===== config.mk =====
export PLATFORM = sky130hd
export DESIGN_NAME = irrb_mac
export DESIGN_NICKNAME = d
export VERILOG_FILES = /design/src/rtl/irrb_pkg.sv /design/src/rtl/irrb_mac.sv
export SDC_FILE = /design/constraint.sdc
export NUM_CORES = 2
export LEC_CHECK = 0
export BUFFER_PORTS_ARGS = -buffer_cell sky130_fd_sc_hd__buf_2
export CORE_UTILIZATION = 45
export DETAILED_ROUTE_END_ITERATION = 8
export HOLD_SLACK_MARGIN = 0.02
export SLEW_MARGIN = 20
export SYNTH_ARGS = -nofsm -noshare
export SYNTH_HDL_FRONTEND = slang
export SYNTH_SLANG_ARGS = --single-unit

===== constraint.sdc =====
create_clock -name clk -period 11.1 [get_ports clk]
set_input_delay 1.11 -clock clk [delete_from_list [all_inputs] [get_ports clk]]
set_output_delay 1.11 -clock clk [all_outputs]
set_load 0.02 [all_outputs]

===== src/rtl/irrb_pkg.sv =====
`timescale 1ns / 1ps
// Shared constants, types and state codes of the IRR bisection solver.
package irrb_pkg;

  localparam int MaxMonths    = 1024;
  localparam int RateFracBits = 32;

  localparam int CountW = $clog2(MaxMonths + 1);
  localparam int AddrW  = (MaxMonths > 1) ? $clog2(MaxMonths) : 1;
  localparam int MoneyW = 40;
  localparam int RateW  = 41;
  localparam int StepsW = 7;
  localparam int SumW   = 64;
  localparam int MagW   = SumW - 1;
  localparam int GrowW  = RateW;
  localparam int ProdW  = MagW + GrowW;
  localparam int MulW   = 32;

  localparam logic [StepsW-1:0] StepsReset = StepsW'(100);

  localparam longint OneRaw = (RateFracBits > 39) ? (64'sd1 <<< 39)
                                                  : (64'sd1 <<< RateFracBits);
  localparam logic signed [RateW-1:0] RateOne = RateW'(OneRaw);
  localparam logic signed [RateW-1:0] RateCap = RateW'(64'sd1 <<< 39);
  localparam longint LowRaw = -(((longint'(999) <<< RateFracBits) + 500) / 1000);
  localparam logic signed [RateW-1:0] RateLow = RateW'(LowRaw);

  localparam logic signed [SumW-1:0] SatMax = {1'b0, {(SumW-1){1'b1}}};

  typedef enum logic [3:0] {
    ST_IDLE,
    ST_FV_INIT,
    ST_RD,
    ST_ADD,
    ST_MUL,
    ST_MACC,
    ST_RND,
    ST_CMP,
    ST_MID,
    ST_DONE
  } irrb_state_t;

  typedef struct packed {
    logic       clear;
    logic       mul_en;
    logic [1:0] sel;
  } irrb_mac_ctrl_t;

endpackage


===== src/rtl/irrb_mac.sv =====
`timescale 1ns / 1ps
// Shared 32x32 multiplier with partial-product accumulator.
module irrb_mac (
  input  logic                          clk,
  input  logic                          rst,
  input  irrb_pkg::irrb_mac_ctrl_t      ctrl,
  input  logic [irrb_pkg::MagW-1:0]     mag,
  input  logic [irrb_pkg::GrowW-1:0]    grow,
  output logic [irrb_pkg::ProdW-1:0]    prod
);

  logic [irrb_pkg::MulW-1:0]   a_half;
  logic [irrb_pkg::MulW-1:0]   b_half;
  logic [2*irrb_pkg::MulW-1:0] pp;
  logic [1:0]                  pp_sel;
  logic                        pp_vld;
  logic [irrb_pkg::ProdW-1:0]  pp_placed;

  assign a_half = ctrl.sel[1] ? irrb_pkg::MulW'(mag >> irrb_pkg::MulW)
                              : mag[irrb_pkg::MulW-1:0];
  assign b_half = ctrl.sel[0] ? irrb_pkg::MulW'(grow >> irrb_pkg::MulW)
                              : grow[irrb_pkg::MulW-1:0];

  always_comb begin
    unique case (pp_sel)
      2'd0:    pp_placed = irrb_pkg::ProdW'(pp);
      2'd1,
      2'd2:    pp_placed = irrb_pkg::ProdW'(pp) << irrb_pkg::MulW;
      default: pp_placed = irrb_pkg::ProdW'(pp) << (2 * irrb_pkg::MulW);
    endcase
  end

  always_ff @(posedge clk) begin
    if (rst) begin
      pp_vld <= 1'b0;
    end else begin
      pp_vld <= ctrl.mul_en;
    end
  end

  always_ff @(posedge clk) begin
    if (ctrl.mul_en) begin
      pp     <= a_half * b_half;
      pp_sel <= ctrl.sel;
    end
    if (ctrl.clear) begin
      prod <= '0;
    end else if (pp_vld) begin
      prod <= prod + pp_placed;
    end
  end

endmodule


# Yosys cells after proc, flatten, opt, wreduce, memory -nomap -nowiden
# Index checks and enable logic that the tools add are counted.
[word_totals]
out_inout_bits = 104
wordCells = 13
regBits = 171
inputBits = 110
[op_classes]
add_sub_neg = 1
n_mul = 1
reduce_logical = 2
n_eq_ne = 2
n_mux = 3
[ops]
columns = ["operator", "n"]
rows = [
  ["$pmux 104 s2", 1],
  ["$add 104x104->104", 1],
  ["$mul 32x32->64", 1],
  ["$mux 32", 2],
  ["$eq 2x1->1 const B", 1],
  ["$eq 2x2->1 const B", 1],
  ["$logic_not 2->1", 1],
  ["$reduce_or 2->1", 1],
]

# Logic depth before layout (Yosys ltp)
[depth]
ltp_word = 4
depth_mapped = 34
mapped_depth_nobuf = 30

# Worst setup path before layout
# No wires, ideal clock.
[synth_path]
path_type = "in2reg"
startpoint = "input ctrl[1] (netlist name)"
endpoint = "register pp[55] (netlist name), data pin"
setup_time_ns = 0.265
arrival_ns = 9.505
path_buffers = 5
path_slack_ns = 1.330
t_required_ns = 10.835
path_stages = 30
cell_sequence = "clkbuf_1 -> buf_1 -> clkbuf_1 -> mux2i_1 -> clkbuf_1 -> nor2_1 -> fa_1 -> inv_1 -> fa_1 -> inv_1 -> fa_1 -> inv_1 -> fa_1 -> inv_1 -> fa_1 -> fa_1 -> fa_1 -> fa_1 -> ha_1 -> clkbuf_1 -> a2111oi_0 -> o21ai_0 -> o22a_1 -> a311o_1 -> nand3_1 -> o211ai_1 -> a31o_2 -> a31oi_1 -> o21ai_0 -> xor2_1"
[synth_between]
elab_chain_len = 2
[synth_rtl]
columns = ["item", "line", "text"]
rows = [
  ["start, declared", "irrb_mac.sv:6", "input irrb_pkg::irrb_mac_ctrl_t ctrl,"],
  ["$mux 32", "irrb_mac.sv:19", "assign a_half = ctrl.sel[1] ? irrb_pkg::MulW'(mag >> irrb_pkg::MulW)"],
  ["$mul 32x32->64", "irrb_mac.sv:43", "pp <= a_half * b_half;"],
  ["end signal, assigned", "irrb_mac.sv:43", ""],
  ["end, declared", "irrb_mac.sv:14", "logic [2*irrb_pkg::MulW-1:0] pp;"],
]
# Every way passes these cells.
# A chain may end at the register's enable or synchronous reset.

# Worst setup path in the final report
# Same ends and word-level chain as after synthesis.

==> results_dict.tcl <==
set metrics [dict create \
    run_status "finished clean" \
    critical_path.startpoint_type "primary input" \
    cts_setup_buffers 0 \
    numCtsBuffers 17 \
    finalSetupTns_ns 0 \
    syn-cell-area_mm2 0.0458 \
    cts_hold_buf 0 \
    min_period_over_period_pct 90.6 \
    crit_type "primary input to register" \
    filler_cell_count 9778 \
    finish.cell_count_without_fillers 6775 \
    async_flop_share_pct 0 \
    cts_buffer_depth 2 \
    fp.dieH_um 321 \
    gp_routability_congestion 1.01 \
    rsz0062_at_grt "false" \
    clock_root_buffer "clkbuf_16" \
    fin_nets 6777 \
    post_drt_via_cell_ratio 5.71 \
    finalSetupViolations 0 \
    ys_dominant_reg_cell "dfxtp_1" \
    min_period_ns 10.06 \
    postRouteWirelength_um 172000 \
    worst-endpoint-required_ns 11.30 \
    layout-drive-gt1-share_pct 8.70 \
    core_area_mm2 0.100 \
    detailedRoute.firstIterationViolations 3613 \
    die-area_mm2 0.103 \
    routed-wl-met3_um 17800 \
    grt_start_max_net_pins 88 \
    hpwl_um 141000 \
    maxSlewViolCount 0 \
    worst-path-max-fanout 43 \
    die_width_um 321 \
    worst_slew_margin_rel_pct 25.8 \
    ys.warnings.count 0 \
    grt_overflow_total 0 \
    final_common_cell "inv_1" \
    drt-wirelength-per-cell_um 25.3 \
    first_pass_iters 5 \
    clkTransAtPathRegs_ns 0.07 \
    clock-sinks 171 \
    drcViolationCount 0 \
    achievable-frequency_ghz 0.0994 \
    global_route_wire_length_before_repair_um 256000 \
    synth_fp_nets 6717 \
    critical_path_arrival_ns 10.26 \
    synth-seq-cells 171 \
    topRoutingLayerUsed "met5" \
    areaGrowthSynthToFinish_pct 7.41 \
    grt_pass1_vias 39400 \
    dr_wl_met2_um 77300 \
    syn_inst 5342 \
    global_route.usage.total_pct 33.8 \
    grt_antenna_before_repair 5 \
    worst_pin_slew_ns 1.09 \
    worstHoldPathType "register to register" \
    worst_clock_skew_ns 0.0118 \
    detail-route-antenna-nets 0 \
    tritoncts_clock_tree "done" \
    cts-htree-levels 4 \
    floorplan.io_pins 214 \
    dr_total_vias 38700 \
    final_hold_vios 0 \
    cell_variety_after_synth 76 \
    starting_utilization_of_the_core_area_pct 45.6 \
    fp-row-count 116 \
    clock_latency_ns 0.46 \
    cts-resized-gates 0 \
    synth_sequential_area_ratio_pct 8.92 \
    total_of_buffers_placed_on_input_and_output_ports 213 \
    mostFrequentLayoutCells "inv_1 (907), fa_1 (897), nor2_1 (748), nand2_1 (599), ha_1 (368)" \
    drv.max_cap_violation_count 0 \
    synth_area_per_cell_um2 8.57 \
    worstSetupEndpointType "register" \
    routedLengthMet1_um 67900 \
    place.detailed.instances 6740 \
    synth_edf_count 66 \
]
per-stage QoR:
stage / cell area (µm²) / hold slack [ns] / setup slack (ns) / util [%]
floorplan: 45800 / 0.539 / 1.33 / -
global placement: 48600 / 0.473 / 0.901 / 48.4
detailed placement: 48600 / 0.479 / 0.801 / 48.4
CTS: 49200 / 0.489 / 1.30 / 49.0
global route: 49200 / 0.523 / 0.890 / 49.0
finish: 49200 / 0.480 / 1.04 / 49.0
logic make-up (layout without fill, tap and decap cells):
family                     Yosys count  in the layout  synth area share, %
xor gates and xnor gates           138            138                 2.64
buffers and inverters             1204           1277                 9.88
and+or+nand+nor                   1693           1693                 15.7
adders and majority gates         1265           1265                 49.3
DFF                                171            171                 8.92
AOI/OAI and AO/OA                  733            733                 10.5
other                                0              3                    0
muxes                              138            138                 3.12
registers in the layout, summed over array words and instances, names as in the netlist:
register,cells
prod,104
pp,64
pp_sel,2
pp_vld,1
critical path, stage by stage:
cell and delay, ns:
buf_4 0.58, mux2i_2 0.92, buf_4 0.40, nor2_1 0.11, fa_1 0.50, fa_1 0.49
inv_1 0.06, fa_1 0.57, fa_1 0.45, fa_1 0.54, inv_1 0.05, fa_1 0.39
fa_1 0.53, fa_1 0.41, ha_1 0.44, a21o_1 0.23, a21o_1 0.19, and3_1 0.18
o22a_1 0.26, a311o_1 0.40, nand3_1 0.10, o211ai_1 0.23, a31o_2 0.36, a31oi_1 0.29
o21ai_0 0.15, xor2_1 0.18
Yosys cell counts, types with 24 or more instances:
cell / instances / area (µm²)
nand2b_1: 53 / 332
a21oi_1: 217 / 1090
buf_1: 29 / 109
and2_1: 49 / 307
o21bai_1: 44 / 330
dfxtp_1: 105 / 2100
edfxtp_1: 66 / 1980
mux2i_1: 98 / 981
nand3_1: 37 / 185
a31oi_1: 24 / 150
nand4_1: 63 / 394
o21ai_0: 106 / 531
nor2b_1: 42 / 263
mux2_2: 40 / 450
nand2_1: 599 / 2250
clkbuf_1: 264 / 991
xnor2_1: 91 / 797
nor2_1: 749 / 2810
nor3_1: 35 / 175
ha_1: 368 / 4600
fa_1: 897 / 18000
inv_1: 907 / 3400
xor2_1: 47 / 412
a22o_1: 66 / 578
a21o_1: 115 / 863
final cells by class:
| class | instances | area [µm²] | share of cell area, % |
|---|---|---|---|
| diodes | 3 | 7.51 | 0.0153 |
| multi-input cells | 3967 | 37400 | 75.9 |
| flip-flops and latches | 171 | 4090 | 8.31 |
| inverters | 907 | 3400 | 6.92 |
| clock buffers | 18 | 429 | 0.872 |
| well taps | 1357 | 1700 | 3.45 |
| clock inverters | 14 | 153 | 0.310 |
| repair buffers | 338 | 2060 | 4.18 |
layer usage:
metal,up-vias,track usage (%)
li1,16900,-
met1,19400,43.8
met2,1984,53.5
met3,394,8.25
met4,6,14.8
met5,-,0
final timing paths:
| kind | endpoint | depth (start not counted) | start | slack [ns] |
|---|---|---|---|---|
| min reg2reg | prod[99]$_SDFFE_PP0P_ | 2 | prod[99]$_SDFFE_PP0P_ | 0.48 |
| max | pp[55]$_DFFE_PP_ | 26 | ctrl[1] | 1.04 |
| min | prod[99]$_SDFFE_PP0P_ | 2 | prod[99]$_SDFFE_PP0P_ | 0.48 |
| max reg2reg | prod[96]$_SDFFE_PP0P_ | 18 | pp_sel[0]$_DFFE_PP_ | 5.19 |
Power is left out: the tool's default activity adds up to more than one toggle a clock period on the data nets, which glitch-free logic cannot reach.
